--- src/hdl/assert_macros.svh ---
// ----------------------------------------------------------------------------
// assert_macros.svh
// Assertion macros shared by the list engine modules.
// ----------------------------------------------------------------------------
`ifndef ASSERT_MACROS_SVH
`define ASSERT_MACROS_SVH

// clocked assertion, off while reset is held
`define OALE_ASSERT(lbl, clk, rst_n, prop, msg) \
  lbl: assert property (@(posedge clk) disable iff (!rst_n) prop) else $error(msg);

// clocked assertion, checked during reset as well
`define OALE_ASSERT_ALWAYS(lbl, clk, prop, msg) \
  lbl: assert property (@(posedge clk) prop) else $error(msg);

`endif

--- src/hdl/oale_pkg.sv ---
// ----------------------------------------------------------------------------
// oale_pkg
// Codes and controller/datapath interface types for the ordered list engine.
// ----------------------------------------------------------------------------
`timescale 1ns / 1ps
`default_nettype none

package oale_pkg;

  localparam logic [1:0] MODE_INS  = 2'd0;
  localparam logic [1:0] MODE_DEL  = 2'd1;
  localparam logic [1:0] MODE_SRCH = 2'd2;

  localparam logic [1:0] ST_OK       = 2'd0;
  localparam logic [1:0] ST_FULL     = 2'd1;
  localparam logic [1:0] ST_RANGE    = 2'd2;
  localparam logic [1:0] ST_NOTFOUND = 2'd3;

  typedef struct packed {
    logic load;    // capture operation
    logic walk;    // step through entries
    logic put;     // write inserted value
    logic commit;  // update count, load result register
  } cmd_t;

  typedef struct packed {
    logic done;      // walk finished or search hit
    logic need_put;  // valid insert awaiting final write
  } sts_t;

endpackage

`default_nettype wire

--- src/hdl/oale_ctrl.sv ---
// ----------------------------------------------------------------------------
// oale_ctrl
// Sequencer: accepts one operation, drives the datapath walk, hands the result
// to the output register.
// ----------------------------------------------------------------------------
`timescale 1ns / 1ps
`default_nettype none
`include "assert_macros.svh"

module oale_ctrl (
  input  wire logic          clk,
  input  wire logic          rst_n,
  input  wire logic          in_valid,
  output logic               in_ready,
  output logic               out_valid,
  input  wire logic          out_ready,
  input  wire oale_pkg::sts_t sts,
  output oale_pkg::cmd_t     cmd
);
  import oale_pkg::*;

  typedef enum logic [1:0] {
    S_IDLE,
    S_WALK,
    S_PUT,
    S_FINISH
  } state_t;

  state_t state_r;
  logic   out_valid_r;

  assign in_ready   = (state_r == S_IDLE);
  assign out_valid  = out_valid_r;
  assign cmd.load   = (state_r == S_IDLE) && in_valid;
  assign cmd.walk   = (state_r == S_WALK);
  assign cmd.put    = (state_r == S_PUT);
  assign cmd.commit = (state_r == S_FINISH) && (!out_valid_r || out_ready);

  always_ff @(posedge clk) begin
    if (!rst_n) begin
      state_r     <= S_IDLE;
      out_valid_r <= 1'b0;
    end else begin
      if (cmd.commit) begin
        out_valid_r <= 1'b1;
      end else if (out_ready) begin
        out_valid_r <= 1'b0;
      end
      unique case (state_r)
        S_IDLE: begin
          if (in_valid) state_r <= S_WALK;
        end
        S_WALK: begin
          if (sts.done) state_r <= sts.need_put ? S_PUT : S_FINISH;
        end
        S_PUT: begin
          state_r <= S_FINISH;
        end
        S_FINISH: begin
          if (!out_valid_r || out_ready) state_r <= S_IDLE;
        end
        default: state_r <= S_IDLE;
      endcase
    end
  end

  `OALE_ASSERT(a_commit_shows, clk, rst_n, cmd.commit |=> out_valid_r, "result not presented")
  `OALE_ASSERT(a_accept_busy, clk, rst_n, cmd.load |=> !in_ready, "accepted twice")
  `OALE_ASSERT(a_put_finish, clk, rst_n, cmd.put |=> (state_r == S_FINISH), "put not followed by finish")

endmodule

`default_nettype wire

--- src/hdl/oale_dp.sv ---
// ----------------------------------------------------------------------------
// oale_dp
// Datapath: entry memory, walk address and remaining counters, count register
// and result register.
// ----------------------------------------------------------------------------
`timescale 1ns / 1ps
`default_nettype none
`include "assert_macros.svh"

module oale_dp #(
  parameter int DEPTH = 16,
  parameter int AW    = $clog2(DEPTH),
  parameter int CW    = $clog2(DEPTH + 1)
) (
  input  wire logic               clk,
  input  wire logic               rst_n,
  input  wire oale_pkg::cmd_t     cmd,
  output oale_pkg::sts_t          sts,
  input  wire logic [1:0]         in_mode,
  input  wire logic [CW-1:0]      in_position,
  input  wire logic signed [31:0] in_value,
  output logic [1:0]              out_status,
  output logic [AW-1:0]           out_found_position,
  output logic [CW-1:0]           out_entry_count
);
  import oale_pkg::*;

  logic signed [31:0] mem_r [DEPTH];

  logic [1:0]         mode_r;
  logic [CW-1:0]      pos_r;
  logic signed [31:0] val_r;
  logic [1:0]         st_r;
  logic [CW-1:0]      cnt_r;
  logic [CW-1:0]      cnt_nxt;
  logic [CW-1:0]      rem_r;
  logic [AW-1:0]      addr_r;
  logic [AW-1:0]      rd_addr_r;
  logic signed [31:0] rdata_r;
  logic               rdv_r;
  logic               hit_r;
  logic [AW-1:0]      found_r;

  logic [1:0]         ld_st;
  logic [CW-1:0]      ld_rem;
  logic [AW-1:0]      ld_addr;

  logic               is_ins;
  logic               is_del;
  logic               is_srch;
  logic               rd_en;
  logic               hit;
  logic               wr_en;
  logic [AW-1:0]      wr_addr;
  logic signed [31:0] wr_data;
  logic [1:0]         res_st;

  assign is_ins  = (mode_r == MODE_INS);
  assign is_del  = (mode_r == MODE_DEL);
  assign is_srch = (mode_r == MODE_SRCH);

  always_comb begin
    ld_st   = ST_OK;
    ld_rem  = '0;
    ld_addr = '0;
    case (in_mode)
      MODE_INS: begin
        if (cnt_r == CW'(DEPTH)) begin
          ld_st = ST_FULL;
        end else if (in_position > cnt_r) begin
          ld_st = ST_RANGE;
        end else begin
          ld_rem  = cnt_r - in_position;
          ld_addr = AW'(cnt_r - 1'b1);
        end
      end
      MODE_DEL: begin
        if (in_position >= cnt_r) begin
          ld_st = ST_RANGE;
        end else begin
          ld_rem  = cnt_r - in_position - 1'b1;
          ld_addr = AW'(in_position + 1'b1);
        end
      end
      MODE_SRCH: begin
        ld_rem = cnt_r;
      end
      default: ld_rem = '0;
    endcase
  end

  assign rd_en   = cmd.walk && (rem_r != '0);
  assign hit     = cmd.walk && rdv_r && is_srch && (rdata_r == val_r);
  assign wr_en   = cmd.put || (cmd.walk && rdv_r && (is_ins || is_del));
  assign wr_addr = cmd.put ? pos_r[AW-1:0] :
                   (is_ins ? rd_addr_r + 1'b1 : rd_addr_r - 1'b1);
  assign wr_data = cmd.put ? val_r : rdata_r;

  assign sts.done     = hit || ((rem_r == '0) && !rdv_r);
  assign sts.need_put = is_ins && (st_r == ST_OK);

  always_comb begin
    res_st  = st_r;
    cnt_nxt = cnt_r;
    if (st_r == ST_OK) begin
      if (is_srch && !hit_r) res_st = ST_NOTFOUND;
      if (is_ins) cnt_nxt = cnt_r + 1'b1;
      if (is_del) cnt_nxt = cnt_r - 1'b1;
    end
  end

  always_ff @(posedge clk) begin
    if (wr_en) mem_r[wr_addr] <= wr_data;
    if (rd_en) rdata_r <= mem_r[addr_r];
  end

  always_ff @(posedge clk) begin
    if (!rst_n) begin
      cnt_r <= '0;
      rdv_r <= 1'b0;
      hit_r <= 1'b0;
    end else begin
      rdv_r <= rd_en;
      if (cmd.load) begin
        hit_r <= 1'b0;
      end else if (hit) begin
        hit_r <= 1'b1;
      end
      if (cmd.commit) cnt_r <= cnt_nxt;
    end
  end

  always_ff @(posedge clk) begin
    if (cmd.load) begin
      mode_r  <= in_mode;
      pos_r   <= in_position;
      val_r   <= in_value;
      st_r    <= ld_st;
      rem_r   <= ld_rem;
      addr_r  <= ld_addr;
      found_r <= '0;
    end else begin
      if (rd_en) begin
        rd_addr_r <= addr_r;
        addr_r    <= is_ins ? addr_r - 1'b1 : addr_r + 1'b1;
        rem_r     <= rem_r - 1'b1;
      end
      if (hit) found_r <= rd_addr_r;
    end
    if (cmd.commit) begin
      out_status         <= res_st;
      out_found_position <= found_r;
      out_entry_count    <= cnt_nxt;
    end
  end

  `OALE_ASSERT(a_cnt_bound, clk, rst_n, cnt_r <= CW'(DEPTH), "count above depth")
  `OALE_ASSERT(a_put_in_range, clk, rst_n, cmd.put |-> (pos_r <= cnt_r) && (cnt_r < CW'(DEPTH)),
               "insert position out of range")
  `OALE_ASSERT(a_err_no_write, clk, rst_n, (st_r != ST_OK) && cmd.walk |-> !wr_en,
               "write on rejected operation")

endmodule

`default_nettype wire

--- src/hdl/ordered_array_list_engine.sv ---
// ----------------------------------------------------------------------------
// ordered_array_list_engine
// Dense ordered list of signed 32-bit values: insert, delete and search.
// ----------------------------------------------------------------------------
//  channel  ports                                      direction
//  in       in_valid/in_ready, in_mode/position/value  operation in
//  out      out_valid/out_ready, out_status/found/count result out
//
//  One operation at a time; one memory entry is moved or compared per cycle.
//  A pending result waits in the output register; the next operation is
//  taken meanwhile and waits only at its own result transfer.
//  Synchronous active-low reset empties the list; no clearing pass.
// ----------------------------------------------------------------------------
`timescale 1ns / 1ps
`default_nettype none

module ordered_array_list_engine #(
  parameter int DEPTH = 16
) (
  input  wire logic                           clk,
  input  wire logic                           rst_n,
  input  wire logic                           in_valid,
  output logic                                in_ready,
  input  wire logic [1:0]                     in_mode,
  input  wire logic [$clog2(DEPTH + 1)-1:0]   in_position,
  input  wire logic signed [31:0]             in_value,
  output logic                                out_valid,
  input  wire logic                           out_ready,
  output logic [1:0]                          out_status,
  output logic [$clog2(DEPTH)-1:0]            out_found_position,
  output logic [$clog2(DEPTH + 1)-1:0]        out_entry_count
);
  import oale_pkg::*;

  localparam int AW = $clog2(DEPTH);
  localparam int CW = $clog2(DEPTH + 1);

  cmd_t cmd;
  sts_t sts;

  oale_ctrl u_ctrl (
    .clk       (clk),
    .rst_n     (rst_n),
    .in_valid  (in_valid),
    .in_ready  (in_ready),
    .out_valid (out_valid),
    .out_ready (out_ready),
    .sts       (sts),
    .cmd       (cmd)
  );

  oale_dp #(
    .DEPTH (DEPTH),
    .AW    (AW),
    .CW    (CW)
  ) u_dp (
    .clk                (clk),
    .rst_n              (rst_n),
    .cmd                (cmd),
    .sts                (sts),
    .in_mode            (in_mode),
    .in_position        (in_position),
    .in_value           (in_value),
    .out_status         (out_status),
    .out_found_position (out_found_position),
    .out_entry_count    (out_entry_count)
  );

endmodule

`default_nettype wire

--- config.mk ---
export PLATFORM = sky130hd
export DESIGN_NAME = ordered_array_list_engine
export DESIGN_NICKNAME = d
export VERILOG_FILES = /design/src/hdl/oale_pkg.sv /design/src/hdl/oale_ctrl.sv /design/src/hdl/oale_dp.sv /design/src/hdl/ordered_array_list_engine.sv
export VERILOG_INCLUDE_DIRS = /design/src /design/src/hdl
export SDC_FILE = /design/constraint.sdc
export NUM_CORES = 1
export LEC_CHECK = 0
export BUFFER_PORTS_ARGS = -buffer_cell sky130_fd_sc_hd__buf_4
export CORE_MARGIN = 1
export CORE_UTILIZATION = 55
export DETAILED_ROUTE_END_ITERATION = 8
export PLACE_DENSITY = 0.71
export SYNTH_ARGS = -nofsm -noshare
export SYNTH_HDL_FRONTEND = slang
export SYNTH_SLANG_ARGS = --single-unit
--- constraint.sdc ---
create_clock -name clk -period 5.45 [get_ports clk]
set_input_delay 0.545 -clock clk [delete_from_list [all_inputs] [get_ports clk]]
set_output_delay 0.545 -clock clk [all_outputs]
set_load 0.1 [all_outputs]
==> results of run 1 <==
[power groups by stage]
stage                     Clock (mW)  Combinational, mW  Sequential (mW)
after floorplan                    0               3.04             6.95
after global placement             0               4.47             6.99
after detailed placement           0               4.53             7.01
after CTS                       4.31               4.56             6.91
after global routing            4.48               4.80             6.96
final                           4.26               4.48             6.91
[layer usage]
metal	wire length, um	track usage [%]	vias to the layer above
met4	1290	7.09	0
met3	3070	3.93	80
met2	26400	39.7	423
met5	0	0	-
met1	21200	33.1	6059
li1	-	-	4897
[state kept, by name, indices dropped and copies added, names as in the netlist, 2 cells and up]
signal,cells
u_dp.rd_addr_r,4
u_dp.rem_r,5
u_dp.rdata_r,32
u_dp.addr_r,4
u_dp.mem_r,512
u_dp.val_r,32
u_dp.st_r,2
u_dp.pos_r,4
u_dp.found_r,4
u_dp.mode_r,2
u_dp.out_status,2
u_dp.out_entry_count,5
u_dp.cnt_r,5
u_ctrl.state_r,2
u_dp.out_found_position,4
[cells by family (layout without fill, tap and decap cells)]
logic type,Yosys count,count (layout),share of synthesized area [%]
flip-flops,622,622,75.1
buffers and inverters,72,204,1.19
XOR/XNOR,57,57,2.02
AND/OR/NAND/NOR,108,108,2.24
adder cells (fa/ha/maj),23,23,1.26
multiplexers,200,200,16.4
AO/OA/AOI/OAI,65,65,1.77
[per-stage QoR]
step / hold slack, ns / worst slack (ns)
2_1_floorplan: 0.408 / 1.59
3_3_place_gp: 0.431 / 1.48
3_5_place_dp: 0.431 / 1.34
4_1_cts: 0.0572 / 1.28
5_1_grt: 0.0603 / 1.08
6_report: 0.0939 / 1.20
[Yosys cell counts, types with 5 or more instances]
cell and instances:
nand2_1 28, nor4_1 6, o21ai_0 12, nand3_1 8
a21oi_1 14, nor3_1 5, clkbuf_1 36, mux2i_1 8
edfxtp_1 608, buf_2 9, ha_1 20, nor2b_1 9
inv_1 21, dfxtp_1 14, o22ai_1 7, o21a_1 7
mux2_2 32, xor2_1 38, xnor2_1 19, mux4_2 160
nor2_1 30
[critical path, stage by stage (launching register included)]
cell      delay [ns]
edfxtp_1        0.51
nor2_1          0.42
inv_1           0.25
fa_1            0.56
inv_1           0.05
o41ai_1         0.55
nand2_1         0.41
nor2_4          1.09
[worst max-delay path by stage]
stage                                              to                      from  depth (start not counted)
after CTS                 u_dp.mem_r[7][17]$_DFFE_PP_  u_dp.mode_r[1]$_DFFE_PP_                          7
after detailed placement  u_dp.mem_r[7][25]$_DFFE_PP_  u_dp.mode_r[1]$_DFFE_PP_                          7
final                     u_dp.mem_r[7][17]$_DFFE_PP_  u_dp.mode_r[1]$_DFFE_PP_                          7
after floorplan           u_dp.mem_r[11][0]$_DFFE_PP_  u_dp.mode_r[1]$_DFFE_PP_                          7
after global routing       u_dp.mem_r[7][6]$_DFFE_PP_  u_dp.mode_r[1]$_DFFE_PP_                          7
after global placement    u_dp.mem_r[7][18]$_DFFE_PP_  u_dp.mode_r[1]$_DFFE_PP_                          7
[cell type report]
class                   count  share of cell area (%)
clock buffers              70                    5.59
clock inverters            44                    1.66
inverters                  21                   0.283
multi-input cells         453                    21.4
flip-flops and latches    622                    66.5
well taps                 592                    2.66
repair buffers             69                    1.95
==> impl_metrics.py, run 1 <==
metrics = {
    "outcome": {
        "status": "completed",
    },
    "placed_design": {
        "post_dp_cell_area_sq_um": 25900,
        "place.gp.congestion": 0.823,
        "dp_hpwl_um": 30400,
        "portBuffers": 55,
        "dp_cells": 1757,
    },
    "timing": {
        "fin_tns_setup_ns": 0,
        "min_period_over_period_pct": 78.0,
        "clock_skew_ns": 0.0107,
        "rsz0062_at_grt": "false",
        "layout_min_cycle_time_ns": 4.25,
        "worstMarginPinSlew_ns": 1.29,
        "slew_violations": 0,
        "max_slew_margin_pct": 13.7,
        "fmax_ghz": 0.235,
        "setup_violations": 0,
        "hold_violations": 0,
    },
    "pwr": {
        "leakagePower_nw": 8.94,
        "ir_drop_uv": 413,
        "power_mw": 15.6,
        "seq_power_share_pct": 44.2,
        "p_sw_mw": 4.77,
        "p_sw_share_pct": 30.5,
        "combPwrFrac_pct": 28.6,
        "powerDensity_nw_per_um2": 561,
        "clkPwrFrac_pct": 27.2,
        "cellInternalPower_mw": 10.9,
    },
    "critical_path": {
        "crit_path_max_fanout": 32,
        "regToRegStartpoint": "u_dp.mode_r[1]$_DFFE_PP_",
        "worst_setup_path_start_kind": "flip-flop",
        "arrival_ns": 4.48,
        "reg2reg_slack_ns": 1.20,
        "end_kind": "flip-flop",
        "reg2reg_depth": 7,
        "timing.rr.end": "u_dp.mem_r[7][17]$_DFFE_PP_",
        "path_class": "reg -> reg",
        "required_ns": 5.68,
    },
    "clocking": {
        "cts-root-buf": "clkbuf_16",
        "cts_htree_levels": 2,
        "clk_pin_slew_ns": 0.06,
        "clk_path_buf_depth": 3,
        "clk_latency_ns": 0.63,
        "holdBufCountCts": 0,
        "postCtsSetupRepairBufs": 0,
        "cts_sinks": 622,
        "cts_tree": "yes",
        "cts_resized": 0,
        "cts_made_buffers": 60,
    },
    "synthesis": {
        "synthArstFlopShare_pct": 0,
        "ys.flop_type": "edfxtp_1",
        "synth_edf_count": 608,
        "synth_fp_nets": 1213,
        "yosysWarnings": 0,
        "ys_types": 52,
        "ys_seq_area_share_pct": 75.1,
        "synth.area.top_cells": "edfxtp_1 (74%), mux4_2 (15%), mux2_2 (1.5%)",
        "syn_inst": 1147,
        "synth_top_area_share_pct": 74.0,
        "ys_seq_elements": 622,
        "syn_avg_cell_area_sq_um": 21.5,
        "synthesis.area_sq_um": 24700,
        "synth_top_area_cell": "edfxtp_1",
    },
    "worst_hold_path": {
        "hold_path.startpoint": "in_value[11]",
        "hold_end": "u_dp.val_r[11]$_DFFE_PP_",
        "hold_class": "in -> reg",
        "hold_path_depth": 1,
    },
    "cells_and_area": {
        "layout_commonest_cell": "edfxtp_1",
        "nFillCells": 2912,
        "layout.nets": 1293,
        "antennaDiodeCount": 0,
        "final_cell_mix": "edfxtp_1 (608), mux4_2 (160), buf_4 (67), clkbuf_16 (61), xor2_1 (38)",
        "final_layout_size_suffix_gt1_share_pct": 29.5,
        "stdcell_area_sq_um": 27900,
        "post-route-util_pct": 63.1,
        "multiInputGateArea_sq_um": 5970,
        "syn_to_final_growth_pct": 13.0,
        "final_cell_count_no_fill": 1871,
        "regArea_sq_um": 18500,
    },
    "floorplan": {
        "start_util_pct": 55.8,
        "io_pins": 56,
        "dieArea_sq_um": 45700,
        "core_sq_um": 44200,
        "rows": 77,
        "die_x_um": 214,
        "die_y_um": 214,
    },
    "routing": {
        "wirelength_um": 52000,
        "vias": 11459,
        "wl_per_cell_um": 27.8,
        "drtPass1Iterations": 5,
        "vias_per_cell": 6.12,
        "drt-initial-drc-count": 1300,
        "drtAntennaViolNets": 0,
        "drc": 0,
    },
    "global_routing": {
        "grt_pass1_wl_um": 77200,
        "grt_overflow": 0,
        "grt_start_max_net_pins": 132,
        "grt_pass1_vias": 11844,
        "grtUsageTotal_pct": 23.9,
        "antenna_found_initial": 1,
    },
    "run": {
        "max_cap_violations": 0,
    },
}
Power figures use the tool's default switching activity.
==> run 2: changes to the inputs <==
- ABC_AREA: not set -> 1
- PLACE_DENSITY: 0.71 -> 0.74
- clock period: 5.45 -> 3.9 ns (I/O delays scaled with it)
==> run 2 against run 1 <==
Against the previous run: clock-buffer cell count shrank 4; clock skew up 0.0053 ns; power up 50%; combinational power grew 77%; worst setup slack lost 0.46 ns; synthesized cell count increased by 74%; sequential power grew 42%; via count up 47%; critical path type unchanged.
==> impl_metrics.py, run 2 <==
metrics = {
    "outcome": {
        "status": "completed",
    },
    "clocking": {
        "cts_tree": "yes",
        "clk_pin_slew_ns": 0.06,
        "cts-root-buf": "clkbuf_16",
        "postCtsSetupRepairBufs": 0,
        "cts_made_buffers": 60,
        "cts_resized": 0,
        "cts_htree_levels": 2,
        "holdBufCountCts": 37,
        "clk_path_buf_depth": 3,
        "clk_latency_ns": 0.63,
        "cts_sinks": 622,
    },
    "global_routing": {
        "grt_overflow": 0,
        "grt_pass1_vias": 16546,
        "antenna_found_initial": 0,
        "grtUsageTotal_pct": 27.0,
        "busiest_layer": "met2",
        "met3_usage_pct": 5.01,
        "met2_usage_pct": 42.7,
        "grt_start_max_net_pins": 259,
        "grt_pass1_wl_um": 96000,
        "grt_use_met1_pct": 36.6,
    },
    "floorplan": {
        "start_util_pct": 56.1,
        "rows": 78,
        "die_y_um": 218,
        "die_x_um": 218,
        "io_pins": 56,
        "dieArea_sq_um": 47300,
        "core_sq_um": 45600,
    },
    "critical_path": {
        "cp_top_family": "simple AND/OR/NAND/NOR gates",
        "reg2reg_slack_ns": 0.74,
        "required_ns": 4.18,
        "crit_chain": "nor2_4 -> inv_1 -> fa_1 -> inv_1 -> o21ai_0 -> nand3_1 -> nor2_4 -> buf_4",
        "arrival_ns": 3.44,
        "worst_setup_path_start_kind": "flip-flop",
        "end_kind": "flip-flop",
        "cp_num_buf_inv": 3,
        "slowest_delay_ns": 0.53,
        "path_class": "reg -> reg",
        "slowest_stage": "fa_1",
        "crit_path_max_fanout": 19,
    },
    "timing": {
        "clock_skew_ns": 0.0161,
        "min_period_over_period_pct": 81.0,
        "fin_tns_setup_ns": 0,
        "hold_ws_ns": 0.0361,
        "hold_violations": 0,
        "layout_min_cycle_time_ns": 3.16,
        "rsz0062_at_grt": "false",
        "worstMarginPinSlew_ns": 1.39,
        "setup_violations": 0,
        "fmax_ghz": 0.316,
        "slew_violations": 0,
        "max_slew_margin_pct": 7.38,
    },
    "routing": {
        "drt-initial-drc-count": 2185,
        "wirelength_um": 63100,
        "drtPass1Iterations": 8,
        "vias_per_cell": 6.16,
        "vias": 16895,
        "drc": 0,
        "wl_per_cell_um": 23.0,
        "drtAntennaViolNets": 0,
    },
    "cells_and_area": {
        "largest_reg_flops": 512,
        "layout.nets": 2160,
        "final_cell_count_no_fill": 2743,
        "layout_commonest_cell": "edfxtp_1",
        "stdcell_area_sq_um": 29100,
        "syn_to_final_growth_pct": 13.8,
        "top_regs": "u_dp.mem_r x512, u_dp.rdata_r x32, u_dp.val_r x32",
        "final_layout_size_suffix_gt1_share_pct": 11.4,
        "antennaDiodeCount": 0,
        "nFillCells": 3239,
        "regMostFlops": "u_dp.mem_r",
        "post-route-util_pct": 63.8,
        "final_cell_mix": "edfxtp_1 (608), nor2_1 (305), o21ai_0 (245), nand2_1 (212), buf_4 (108)",
    },
    "worst_hold_path": {
        "hold_class": "in -> reg",
    },
    "pwr": {
        "powerDensity_nw_per_um2": 805,
        "ir_drop_uv": 654,
        "leakagePower_nw": 9.90,
    },
    "run": {
        "max_cap_violations": 0,
    },
    "placed_design": {
        "post_dp_cell_area_sq_um": 26800,
        "portBuffers": 55,
        "place.gp.congestion": 0.926,
        "dp_cells": 2595,
        "dp_hpwl_um": 35900,
    },
    "synthesis": {
        "synth_edf_count": 608,
        "synthesis.area_sq_um": 25600,
        "synthArstFlopShare_pct": 0,
        "synth_top_area_cell": "edfxtp_1",
        "synthTopCellsByCount": "edfxtp_1 (608), nor2_1 (321), o21ai_0 (249)",
        "ys_types": 45,
        "syn_inst": 1996,
        "synth_top_area_share_pct": 71.4,
        "syn_avg_cell_area_sq_um": 12.8,
        "ys_seq_area_share_pct": 72.5,
        "ys_seq_elements": 622,
        "synth_fp_nets": 2062,
        "yosysWarnings": 0,
        "ys.flop_type": "edfxtp_1",
        "yosysMostFrequentCell": "edfxtp_1",
        "synth.area.top_cells": "edfxtp_1 (71%), o21ai_0 (4.9%), nor2_1 (4.7%)",
    },
}
## run 2: cell count changes in the layout (fill, tap and decap cells not counted), sizes merged, moves of 9 or more
| cell | delta |
|---|---|
| buf | +46 |
| o211ai | +35 |
| mux2 | -32 |
| nor2b | -9 |
| dlygate4sd3 | +37 |
| nand3 | +49 |
| o22ai | +26 |
| nor2 | +295 |
| nand2 | +189 |
| o221ai | +95 |
| inv | +65 |
| o21ai | +296 |
| mux4 | -160 |
| xor2 | -28 |
## run 2: path summary, 6_finish.rpt
| path | startpoint | to | cells past startpoint |
|---|---|---|---|
| worst max-delay path | u_dp.mode_r[1]$_DFFE_PP_ | u_dp.mem_r[15][13]$_DFFE_PP_ | 8 |
| worst max register to register | u_dp.mode_r[1]$_DFFE_PP_ | u_dp.mem_r[15][13]$_DFFE_PP_ | 8 |
| worst min register to register | u_dp.found_r[0]$_SDFFE_PP0P_ | u_dp.out_found_position[0]$_DFFE_PP_ | 0 |
| worst min-delay path | in_position[1] | u_dp.pos_r[1]$_DFFE_PP_ | 1 |
## run 2: cell type report
class | instances | area, sq um | area share, %
repair buffers | 152 | 1320 | 4.54
multi-input cells | 1169 | 6230 | 21.4
flip-flops and latches | 622 | 18500 | 63.7
well taps | 600 | 751 | 2.58
inverters | 89 | 342 | 1.17
clock inverters | 45 | 399 | 1.37
clock buffers | 66 | 1520 | 5.24
## run 2: logic make-up after synthesis
kind of cell	Yosys count	share of synthesized area (%)
AO/OA/AOI/OAI	497	11.8
AND/OR/NAND/NOR	618	9.69
XOR/XNOR	31	1.09
flip-flops	622	72.5
adder cells (fa/ha/maj)	23	1.21
buffers and inverters	205	3.67
## run 2: metrics by stage
stage          setup slack [ns]  power (mW)
5_1_grt                   0.586        24.4
2_1_floorplan             0.294        15.0
4_1_cts                   0.765        23.4
6_report                  0.740        23.4
3_3_place_gp              0.888        17.4
3_5_place_dp              0.785        17.7
## run 2: layer usage
metal,vias to the layer above,part of all wire (%)
met5,-,0
li1,7550,-
met3,150,10
met1,8239,39
met4,0,3.8
met2,956,47
## run 2: power breakdown
group | leakage [nW] | internal, mW | switching, mW
logic | 3.34 | 2.03 | 5.90
clock network | 0.935 | 3.21 | 2.46
registers | 5.63 | 9.44 | 0.388
total | 9.90 | 14.7 | 8.74
